## src/sv/cdq_pkg.sv

```systemverilog
// ----------------------------------------------------------------------------
// cdq_pkg
// Shared constants and types for the byte deque with palindrome check.
// ----------------------------------------------------------------------------
package cdq_pkg;

  localparam int DEPTH_DEF = 64;

  localparam int CMD_W   = 3;
  localparam int DATA_W  = 8;
  localparam int CNT_W   = 7;
  localparam int STS_W   = 2;

  localparam logic [CMD_W-1:0] CMD_PUSH_HEAD = 3'd0;
  localparam logic [CMD_W-1:0] CMD_PUSH_TAIL = 3'd1;
  localparam logic [CMD_W-1:0] CMD_POP_HEAD  = 3'd2;
  localparam logic [CMD_W-1:0] CMD_POP_TAIL  = 3'd3;
  localparam logic [CMD_W-1:0] CMD_CHECK     = 3'd4;

  localparam logic [STS_W-1:0] ST_OK    = 2'd0;
  localparam logic [STS_W-1:0] ST_FULL  = 2'd1;
  localparam logic [STS_W-1:0] ST_EMPTY = 2'd2;

  // controller to datapath
  typedef struct packed {
    logic load;      // capture the accepted request
    logic exec;      // apply push/pop, set up the check walk
    logic chk_rd;    // read the current check pair
    logic chk_step;  // compare the pair and advance
    logic out_load;  // capture the result
  } dp_cmd_t;

  // datapath to controller
  typedef struct packed {
    logic is_chk;
    logic pairs_zero;
    logic mismatch;
  } dp_sts_t;

endpackage

```

## src/sv/cdq_ifs.sv

```systemverilog
// ----------------------------------------------------------------------------
// cdq_ifs
// Request and result channels of the byte deque, valid/ready handshake.
// ----------------------------------------------------------------------------
interface cdq_in_if;
  logic                          valid;
  logic                          ready;
  logic [cdq_pkg::CMD_W-1:0]     cmd;
  logic [cdq_pkg::DATA_W-1:0]    value;

  modport source (output valid, output cmd, output value, input ready);
  modport sink   (input valid, input cmd, input value, output ready);
endinterface

interface cdq_out_if;
  logic                          valid;
  logic                          ready;
  logic [cdq_pkg::DATA_W-1:0]    front_value;
  logic [cdq_pkg::DATA_W-1:0]    back_value;
  logic [cdq_pkg::CNT_W-1:0]     count;
  logic                          empty_res;
  logic                          symmetric;
  logic [cdq_pkg::STS_W-1:0]     status;

  modport source (output valid, output front_value, output back_value, output count,
                  output empty_res, output symmetric, output status, input ready);
  modport sink   (input valid, input front_value, input back_value, input count,
                  input empty_res, input symmetric, input status, output ready);
endinterface

```

## src/sv/cdq_dp.sv

```systemverilog
// ----------------------------------------------------------------------------
// cdq_dp
// Datapath: ring buffer memory, head/tail pointers, count, check walker and
// result register.
// ----------------------------------------------------------------------------
module cdq_dp #(
  parameter int DEPTH = cdq_pkg::DEPTH_DEF
) (
  input  logic                        clk,
  input  logic                        rst_n,
  input  cdq_pkg::dp_cmd_t            cmd,
  output cdq_pkg::dp_sts_t            sts,
  input  logic [cdq_pkg::CMD_W-1:0]   in_cmd,
  input  logic [cdq_pkg::DATA_W-1:0]  in_value,
  output logic [cdq_pkg::DATA_W-1:0]  out_front_value,
  output logic [cdq_pkg::DATA_W-1:0]  out_back_value,
  output logic [cdq_pkg::CNT_W-1:0]   out_count,
  output logic                        out_empty_res,
  output logic                        out_symmetric,
  output logic [cdq_pkg::STS_W-1:0]   out_status
);

  localparam int PW = $clog2(DEPTH);
  localparam int OW = $clog2(DEPTH + 1);

  function automatic logic [PW-1:0] ring_prev(input logic [PW-1:0] p);
    return (p == '0) ? PW'(DEPTH - 1) : p - 1'b1;
  endfunction

  function automatic logic [PW-1:0] ring_next(input logic [PW-1:0] p);
    return (p == PW'(DEPTH - 1)) ? '0 : p + 1'b1;
  endfunction

  logic [cdq_pkg::DATA_W-1:0] mem [DEPTH];

  logic [cdq_pkg::CMD_W-1:0]  cmd_r;
  logic [cdq_pkg::DATA_W-1:0] val_r;
  logic [PW-1:0]              front_r, front_nxt;
  logic [PW-1:0]              back_r, back_nxt;
  logic [OW-1:0]              occ_r, occ_nxt;
  logic [PW-1:0]              lo_r, lo_nxt;
  logic [PW-1:0]              hi_r, hi_nxt;
  logic [OW-1:0]              pairs_r, pairs_nxt;
  logic                       sym_r, sym_nxt;
  logic [cdq_pkg::STS_W-1:0]  st_r, st_nxt;
  logic [cdq_pkg::DATA_W-1:0] rd0_r, rd1_r;
  logic [PW-1:0]              ra0, ra1, wa;
  logic                       we;
  logic                       full, empty;

  assign full  = (occ_r >= OW'(DEPTH));
  assign empty = (occ_r == '0);

  assign sts.is_chk     = (cmd_r == cdq_pkg::CMD_CHECK);
  assign sts.pairs_zero = (pairs_r == '0);
  assign sts.mismatch   = (rd0_r != rd1_r);

  always_comb begin
    front_nxt = front_r;
    back_nxt  = back_r;
    occ_nxt   = occ_r;
    lo_nxt    = lo_r;
    hi_nxt    = hi_r;
    pairs_nxt = pairs_r;
    sym_nxt   = sym_r;
    st_nxt    = st_r;
    we        = 1'b0;
    wa        = back_r;
    if (cmd.exec) begin
      st_nxt    = cdq_pkg::ST_OK;
      sym_nxt   = (cmd_r == cdq_pkg::CMD_CHECK);
      // walk set up from the current ends, only used by a check
      lo_nxt    = front_r;
      hi_nxt    = ring_prev(back_r);
      pairs_nxt = occ_r >> 1;
      case (cmd_r)
        cdq_pkg::CMD_PUSH_HEAD: begin
          if (full) begin
            st_nxt = cdq_pkg::ST_FULL;
          end else begin
            front_nxt = ring_prev(front_r);
            wa        = ring_prev(front_r);
            we        = 1'b1;
            occ_nxt   = occ_r + 1'b1;
          end
        end
        cdq_pkg::CMD_PUSH_TAIL: begin
          if (full) begin
            st_nxt = cdq_pkg::ST_FULL;
          end else begin
            wa       = back_r;
            we       = 1'b1;
            back_nxt = ring_next(back_r);
            occ_nxt  = occ_r + 1'b1;
          end
        end
        cdq_pkg::CMD_POP_HEAD: begin
          if (empty) begin
            st_nxt = cdq_pkg::ST_EMPTY;
          end else begin
            front_nxt = ring_next(front_r);
            occ_nxt   = occ_r - 1'b1;
          end
        end
        cdq_pkg::CMD_POP_TAIL: begin
          if (empty) begin
            st_nxt = cdq_pkg::ST_EMPTY;
          end else begin
            back_nxt = ring_prev(back_r);
            occ_nxt  = occ_r - 1'b1;
          end
        end
        default: begin
        end
      endcase
    end
    if (cmd.chk_step) begin
      if (rd0_r != rd1_r) begin
        sym_nxt = 1'b0;
      end else begin
        lo_nxt    = ring_next(lo_r);
        hi_nxt    = ring_prev(hi_r);
        pairs_nxt = pairs_r - 1'b1;
      end
    end
  end

  // read ports: check pair during the walk, head and tail otherwise
  assign ra0 = cmd.chk_rd ? lo_r : front_r;
  assign ra1 = cmd.chk_rd ? hi_r : ring_prev(back_r);

  always_ff @(posedge clk) begin
    if (we) begin
      mem[wa] <= val_r;
    end
    rd0_r <= mem[ra0];
    rd1_r <= mem[ra1];
  end

  always_ff @(posedge clk) begin
    if (!rst_n) begin
      front_r <= '0;
      back_r  <= '0;
      occ_r   <= '0;
    end else begin
      front_r <= front_nxt;
      back_r  <= back_nxt;
      occ_r   <= occ_nxt;
    end
  end

  always_ff @(posedge clk) begin
    if (cmd.load) begin
      cmd_r <= in_cmd;
      val_r <= in_value;
    end
    lo_r    <= lo_nxt;
    hi_r    <= hi_nxt;
    pairs_r <= pairs_nxt;
    sym_r   <= sym_nxt;
    st_r    <= st_nxt;
  end

  always_ff @(posedge clk) begin
    if (cmd.out_load) begin
      out_front_value <= empty ? '0 : rd0_r;
      out_back_value  <= empty ? '0 : rd1_r;
      out_count       <= cdq_pkg::CNT_W'(occ_r);
      out_empty_res   <= empty;
      out_symmetric   <= sym_r;
      out_status      <= st_r;
    end
  end

endmodule

```

## src/sv/cdq_ctrl.sv

```systemverilog
// ----------------------------------------------------------------------------
// cdq_ctrl
// Controller: request handshake, command sequencing, check walk and result
// handshake.
// ----------------------------------------------------------------------------
module cdq_ctrl (
  input  logic              clk,
  input  logic              rst_n,
  input  logic              in_valid,
  output logic              in_ready,
  output logic              out_valid,
  input  logic              out_ready,
  output cdq_pkg::dp_cmd_t  cmd,
  input  cdq_pkg::dp_sts_t  sts
);

  localparam logic [2:0] S_IDLE    = 3'd0;
  localparam logic [2:0] S_EXEC    = 3'd1;
  localparam logic [2:0] S_CHK_RD  = 3'd2;
  localparam logic [2:0] S_CHK_CMP = 3'd3;
  localparam logic [2:0] S_RD      = 3'd4;
  localparam logic [2:0] S_FIN     = 3'd5;

  logic [2:0] state_r, state_nxt;
  logic       out_valid_r, out_valid_nxt;

  assign in_ready  = (state_r == S_IDLE);
  assign out_valid = out_valid_r;

  always_comb begin
    state_nxt    = state_r;
    cmd          = '0;
    cmd.load     = in_valid && in_ready;
    out_valid_nxt = out_valid_r && !out_ready;
    case (state_r)
      S_IDLE: begin
        if (in_valid) begin
          state_nxt = S_EXEC;
        end
      end
      S_EXEC: begin
        cmd.exec  = 1'b1;
        state_nxt = sts.is_chk ? S_CHK_RD : S_RD;
      end
      S_CHK_RD: begin
        cmd.chk_rd = 1'b1;
        state_nxt  = sts.pairs_zero ? S_RD : S_CHK_CMP;
      end
      S_CHK_CMP: begin
        cmd.chk_step = 1'b1;
        state_nxt    = sts.mismatch ? S_RD : S_CHK_RD;
      end
      S_RD: begin
        state_nxt = S_FIN;
      end
      S_FIN: begin
        // wait for the previous result to drain
        if (!out_valid_r || out_ready) begin
          cmd.out_load  = 1'b1;
          out_valid_nxt = 1'b1;
          state_nxt     = S_IDLE;
        end
      end
      default: begin
        state_nxt = S_IDLE;
      end
    endcase
  end

  always_ff @(posedge clk) begin
    if (!rst_n) begin
      state_r     <= S_IDLE;
      out_valid_r <= 1'b0;
    end else begin
      state_r     <= state_nxt;
      out_valid_r <= out_valid_nxt;
    end
  end

endmodule

```

## src/sv/char_deque_with_palindrome_check.sv

```systemverilog
// push/pop: the request passes through the exec, read and finish states before the result loads
// check: the walk reads an entry pair, then compares it, pair by pair, until all pairs match or
//   one mismatches; the next request is taken the cycle after the result loads
// a waiting result does not block the next request until that one is done
// synchronous active-low reset clears head, tail, count and handshake state;
//   the entry memory is not cleared and needs no clearing pass
// ----------------------------------------------------------------------------
// char_deque_with_palindrome_check
// Bounded byte deque on a ring buffer with head/tail push and pop and a
// palindrome check over the held entries.
// ----------------------------------------------------------------------------
module char_deque_with_palindrome_check #(
  parameter int DEPTH = cdq_pkg::DEPTH_DEF
) (
  input  logic       clk,
  input  logic       rst_n,
  cdq_in_if.sink     in_ch,
  cdq_out_if.source  out_ch
);

  cdq_pkg::dp_cmd_t dp_cmd;
  cdq_pkg::dp_sts_t dp_sts;

  cdq_ctrl u_ctrl (
    .clk       (clk),
    .rst_n     (rst_n),
    .in_valid  (in_ch.valid),
    .in_ready  (in_ch.ready),
    .out_valid (out_ch.valid),
    .out_ready (out_ch.ready),
    .cmd       (dp_cmd),
    .sts       (dp_sts)
  );

  cdq_dp #(
    .DEPTH (DEPTH)
  ) u_dp (
    .clk             (clk),
    .rst_n           (rst_n),
    .cmd             (dp_cmd),
    .sts             (dp_sts),
    .in_cmd          (in_ch.cmd),
    .in_value        (in_ch.value),
    .out_front_value (out_ch.front_value),
    .out_back_value  (out_ch.back_value),
    .out_count       (out_ch.count),
    .out_empty_res   (out_ch.empty_res),
    .out_symmetric   (out_ch.symmetric),
    .out_status      (out_ch.status)
  );

endmodule

```

## src/flat_wrapper.sv

```systemverilog
// flat-port wrapper written by rule: the top's interface ports become plain ports
module char_deque_with_palindrome_check_flat 
#(
  parameter int DEPTH = cdq_pkg::DEPTH_DEF
)
  (clk, rst_n, in_ch_valid, in_ch_cmd, in_ch_value, in_ch_ready, out_ch_valid, out_ch_front_value, out_ch_back_value, out_ch_count, out_ch_empty_res, out_ch_symmetric, out_ch_status, out_ch_ready);
  cdq_in_if in_ch_i ();
  cdq_out_if out_ch_i ();
  input  logic clk;
  input  logic rst_n;
  input wire logic [$bits(in_ch_i.valid)-1:0] in_ch_valid;
  input wire logic [$bits(in_ch_i.cmd)-1:0] in_ch_cmd;
  input wire logic [$bits(in_ch_i.value)-1:0] in_ch_value;
  output wire logic [$bits(in_ch_i.ready)-1:0] in_ch_ready;
  output wire logic [$bits(out_ch_i.valid)-1:0] out_ch_valid;
  output wire logic [$bits(out_ch_i.front_value)-1:0] out_ch_front_value;
  output wire logic [$bits(out_ch_i.back_value)-1:0] out_ch_back_value;
  output wire logic [$bits(out_ch_i.count)-1:0] out_ch_count;
  output wire logic [$bits(out_ch_i.empty_res)-1:0] out_ch_empty_res;
  output wire logic [$bits(out_ch_i.symmetric)-1:0] out_ch_symmetric;
  output wire logic [$bits(out_ch_i.status)-1:0] out_ch_status;
  input wire logic [$bits(out_ch_i.ready)-1:0] out_ch_ready;
  assign in_ch_i.valid = in_ch_valid;
  assign in_ch_i.cmd = in_ch_cmd;
  assign in_ch_i.value = in_ch_value;
  assign in_ch_ready = in_ch_i.ready;
  assign out_ch_valid = out_ch_i.valid;
  assign out_ch_front_value = out_ch_i.front_value;
  assign out_ch_back_value = out_ch_i.back_value;
  assign out_ch_count = out_ch_i.count;
  assign out_ch_empty_res = out_ch_i.empty_res;
  assign out_ch_symmetric = out_ch_i.symmetric;
  assign out_ch_status = out_ch_i.status;
  assign out_ch_i.ready = out_ch_ready;
  char_deque_with_palindrome_check #(.DEPTH(DEPTH)) u_core (.clk(clk), .rst_n(rst_n), .in_ch(in_ch_i), .out_ch(out_ch_i));
endmodule
```

## config.mk

```make
export PLATFORM = sky130hd
export DESIGN_NAME = char_deque_with_palindrome_check_flat
export DESIGN_NICKNAME = d
export VERILOG_FILES = /design/src/sv/cdq_pkg.sv /design/src/sv/cdq_ifs.sv /design/src/sv/cdq_dp.sv /design/src/sv/cdq_ctrl.sv /design/src/sv/char_deque_with_palindrome_check.sv /design/src/flat_wrapper.sv
export SDC_FILE = /design/constraint.sdc
export NUM_CORES = 1
export LEC_CHECK = 0
export BUFFER_PORTS_ARGS = -buffer_cell sky130_fd_sc_hd__clkbuf_2
export CORE_MARGIN = 5
export CORE_UTILIZATION = 30
export DETAILED_ROUTE_END_ITERATION = 10
export PLACE_DENSITY_LB_ADDON = 0.2
export SLEW_MARGIN = 20
export SYNTH_ARGS = -nofsm -noshare
export SYNTH_HDL_FRONTEND = slang
export SYNTH_HIERARCHICAL = 1
export SYNTH_SLANG_ARGS = --single-unit
```

## constraint.sdc

```tcl
create_clock -name clk -period 4.05 [get_ports clk]
set_input_delay 0.81 -clock clk [delete_from_list [all_inputs] [get_ports clk]]
set_output_delay 0.81 -clock clk [all_outputs]
set_load 0.02 [all_outputs]
```

==> flow_summary.yaml <==
outcome:
  outcome: "finished, final reports clean"
floorplanning:
  die_area_sq_um: 103000
  start_util: 0.301
  pin_count: 44
  die_h_um: 321
  core_area_sq_um: 96400
  die_x_um: 321
  std_cell_rows: 114
power_and_ir_drop:
  powerDensity_nw_per_um2: 441
  ir_drop_v: 0.000267
  leakage_nw: 11.5
clocking:
  clock_latency_ps: 620
  clockBufferDepth: 3
  root_buffer: "clkbuf_16"
  cts_buffers: 70
  cts_tree: "built"
  clk_pin_slew_ps: 60
  htreeDepth: 3
  cts_sinks: 611
  hold_buffers: 0
sta:
  period_minus_slack_ps: 3920
  fin_crit_sh: 0.968
  worst_pin_slew_ps: 1120
  fmax_mhz: 255
  relSlewSlack: 0.257
  whs_ps: 382
  drv_slew: 0
  setup_violations: 0
  hold_viol: 0
  fin_skew_ps: 21.5
  rsz0062_at_grt: "no"
  tns_ps: 0
drt:
  drt-initial-drc-count: 1809
  wl_per_cell_um: 27.3
  num_vias: 18400
  drc: 0
  wl_um: 91800
  via_per_inst: 5.47
  firstDrtPassIters: 5
  ant_nets: 0
place:
  io_buffers: 43
  gp_congestion: 0.853
  dpl_cell_area_sq_um: 31900
  dp.final_hpwl_um: 60500
yosys:
  synth_area_leader_cell: "edfxtp_1"
  yosys.cell_count.top_type: "edfxtp_1"
  async_flop_share: 0
  synth_nets: 1899
  synth_edf_count: 552
  synth.top_cells.by_count: "edfxtp_1, nand2_1, mux4_2"
  syn_inst: 1868
  netlist_area_sq_um: 29000
  ys_seq_elements: 611
  ys_top_cells_by_area: "edfxtp_1, mux4_2, dfxtp_1, nand2_1, mux4_1"
  yosysUniqueCellTypes: 74
  synth_warnings: 6
  synth_flop_cell: "edfxtp_1"
  avgSynthCellArea_sq_um: 15.5
  ys_seq_area_frac: 0.612
  yosysTopAreaCellShare: 0.571
worst_setup_path:
  path_common_cell: "buf_12"
  cp_num_cells: 11
  cp_slowest_cell: "mux4_2"
  worstPathMaxFanout: 23
  crit_type: "flop to flop"
  worst_path_largest_cell_delay_ps: 550
  crit_path_start: "u_core/u_dp/back_r[1]$_SDFFE_PN0P_"
  critPathLaunchType: "flop"
  rr_worst_depth: 11
  reg2reg_from: "u_core/u_dp/back_r[1]$_SDFFE_PN0P_"
  crit_path_end_kind: "flop"
  crit_arrival_ps: 4400
  crit_buf_inv: 4
  crit_family: "compound AO/OA/AOI/OAI gates"
  cp.required_ps: 4530
  cp_cell_sequence: "inv_1 -> ha_1 -> nor3b_4 -> a221oi_4 -> buf_12 -> buf_12 -> mux4_2 -> a221oi_1 -> buf_4 -> o21ai_0 -> or4_1"
worst_hold_path:
  holdPathStages: 1
  min_from: "in_ch_value[5]"
  hp-class: "input pin to flop"
global_route:
  antenna_found_initial: 1
  grt_max_degree: 65
  grt_pass1_vias: 18500
  groute.usage.overall: 0.174
  grt.overflow.total: 0
  grt_pass1_wl_um: 133000
flow_run:
  drv_cap: 0
cells_and_area:
  layout-drive-gt1-share: 0.272
  area_growth_syn_to_layout_pct: 17.6
  final_util: 0.354
  fin_area_sq_um: 34200
  final_nets: 2062
per-layer routing:
metal  up-vias  global-route usage  wire (um)
met5         -                   0          0
met4         0              0.0479       2250
met3       116              0.0283       6190
met2       758               0.291      45000
met1      9682               0.237      38300
li1       7858                   -          -
registers in the layout (all words and copies together) (netlist names), 8 cells and up:
name                         count
u_core/u_dp/out_front_value      8
u_core/u_dp/rd0_r                8
u_core/u_dp/out_back_value       8
u_core/u_dp/val_r                8
u_core/u_dp/mem                512
u_core/u_dp/rd1_r                8
layout make-up:
class                           instances  area, sq um
Antenna cell                            1         2.50
Fill cell                            9209        62300
Sequential cell                       611        17800
Clock buffer                           92         1920
Multi-Input combinational cell       1120        10700
Clock inverter                         36          328
Inverter                               20         75.1
Timing Repair Buffer                  208         1780
Tap cell                             1276         1600
placed cells by master, fill, tap and decap left out, drive strengths merged, types with 22 or more instances in the layout:
cell type and n:
edfxtp 552, mux4 240, nand2 225, buf 165
clkbuf 135, nor2 106, o21ai 67, nand3 60
dfxtp 59, and2 48, a21oi 38, mux2i 32
a31oi 30, clkinv 25, a211oi 24, inv 22
power by group:
group / switching (mW) / internal (mW) / total, mW
registers: 0.118 / 7.06 / 7.18
logic: 1.02 / 0.590 / 1.61
clock network: 2.60 / 3.66 / 6.26
total: 3.74 / 11.3 / 15.0
repair_timing:
action	4_1_cts	5_1_grt
endpoints found under the setup margin	0	5
gates resized for setup	0	2
setup buffers	0	0
worst paths after layout:
| path | endpoint | slack (ps) |
|---|---|---|
| setup / recovery | u_core/u_dp/rd1_r[7]$_DFF_P_ | 130 |
| hold / removal | u_core/u_dp/val_r[5]$_DFFE_PP_ | 380 |
| setup reg to reg | u_core/u_dp/rd1_r[7]$_DFF_P_ | 130 |
| hold reg to reg | u_core/u_dp/out_status[0]$_DFFE_PP_ | 420 |
logic make-up (layout without fill, tap and decap cells):
group | count (synthesis) | count (layout) | synth area share
AO/OA/AOI/OAI | 273 | 273 | 0.0641
XOR/XNOR | 22 | 22 | 0.00664
adder cells (fa/ha/maj) | 16 | 16 | 0.00715
buffers and inverters | 137 | 356 | 0.0235
flip-flops | 611 | 611 | 0.612
multiplexers | 277 | 277 | 0.201
other | 0 | 1 | 0
AND/OR/NAND/NOR | 532 | 532 | 0.0855
through the flow:
| step | instances | total power [mW] | setup WS [ps] |
|---|---|---|---|
| 2_1_floorplan | 1868 | 8.20 | 544 |
| 3_3_place_gp | 3235 | 8.91 | 93.5 |
| 3_5_place_dp | 3235 | 8.93 | 105 |
| 4_1_cts | 3363 | 15.2 | 97.1 |
| 5_1_grt | 3363 | 15.6 | 44.8 |
| 6_report | 3364 | 15.0 | 128 |
(Power assumes the default switching activity.)
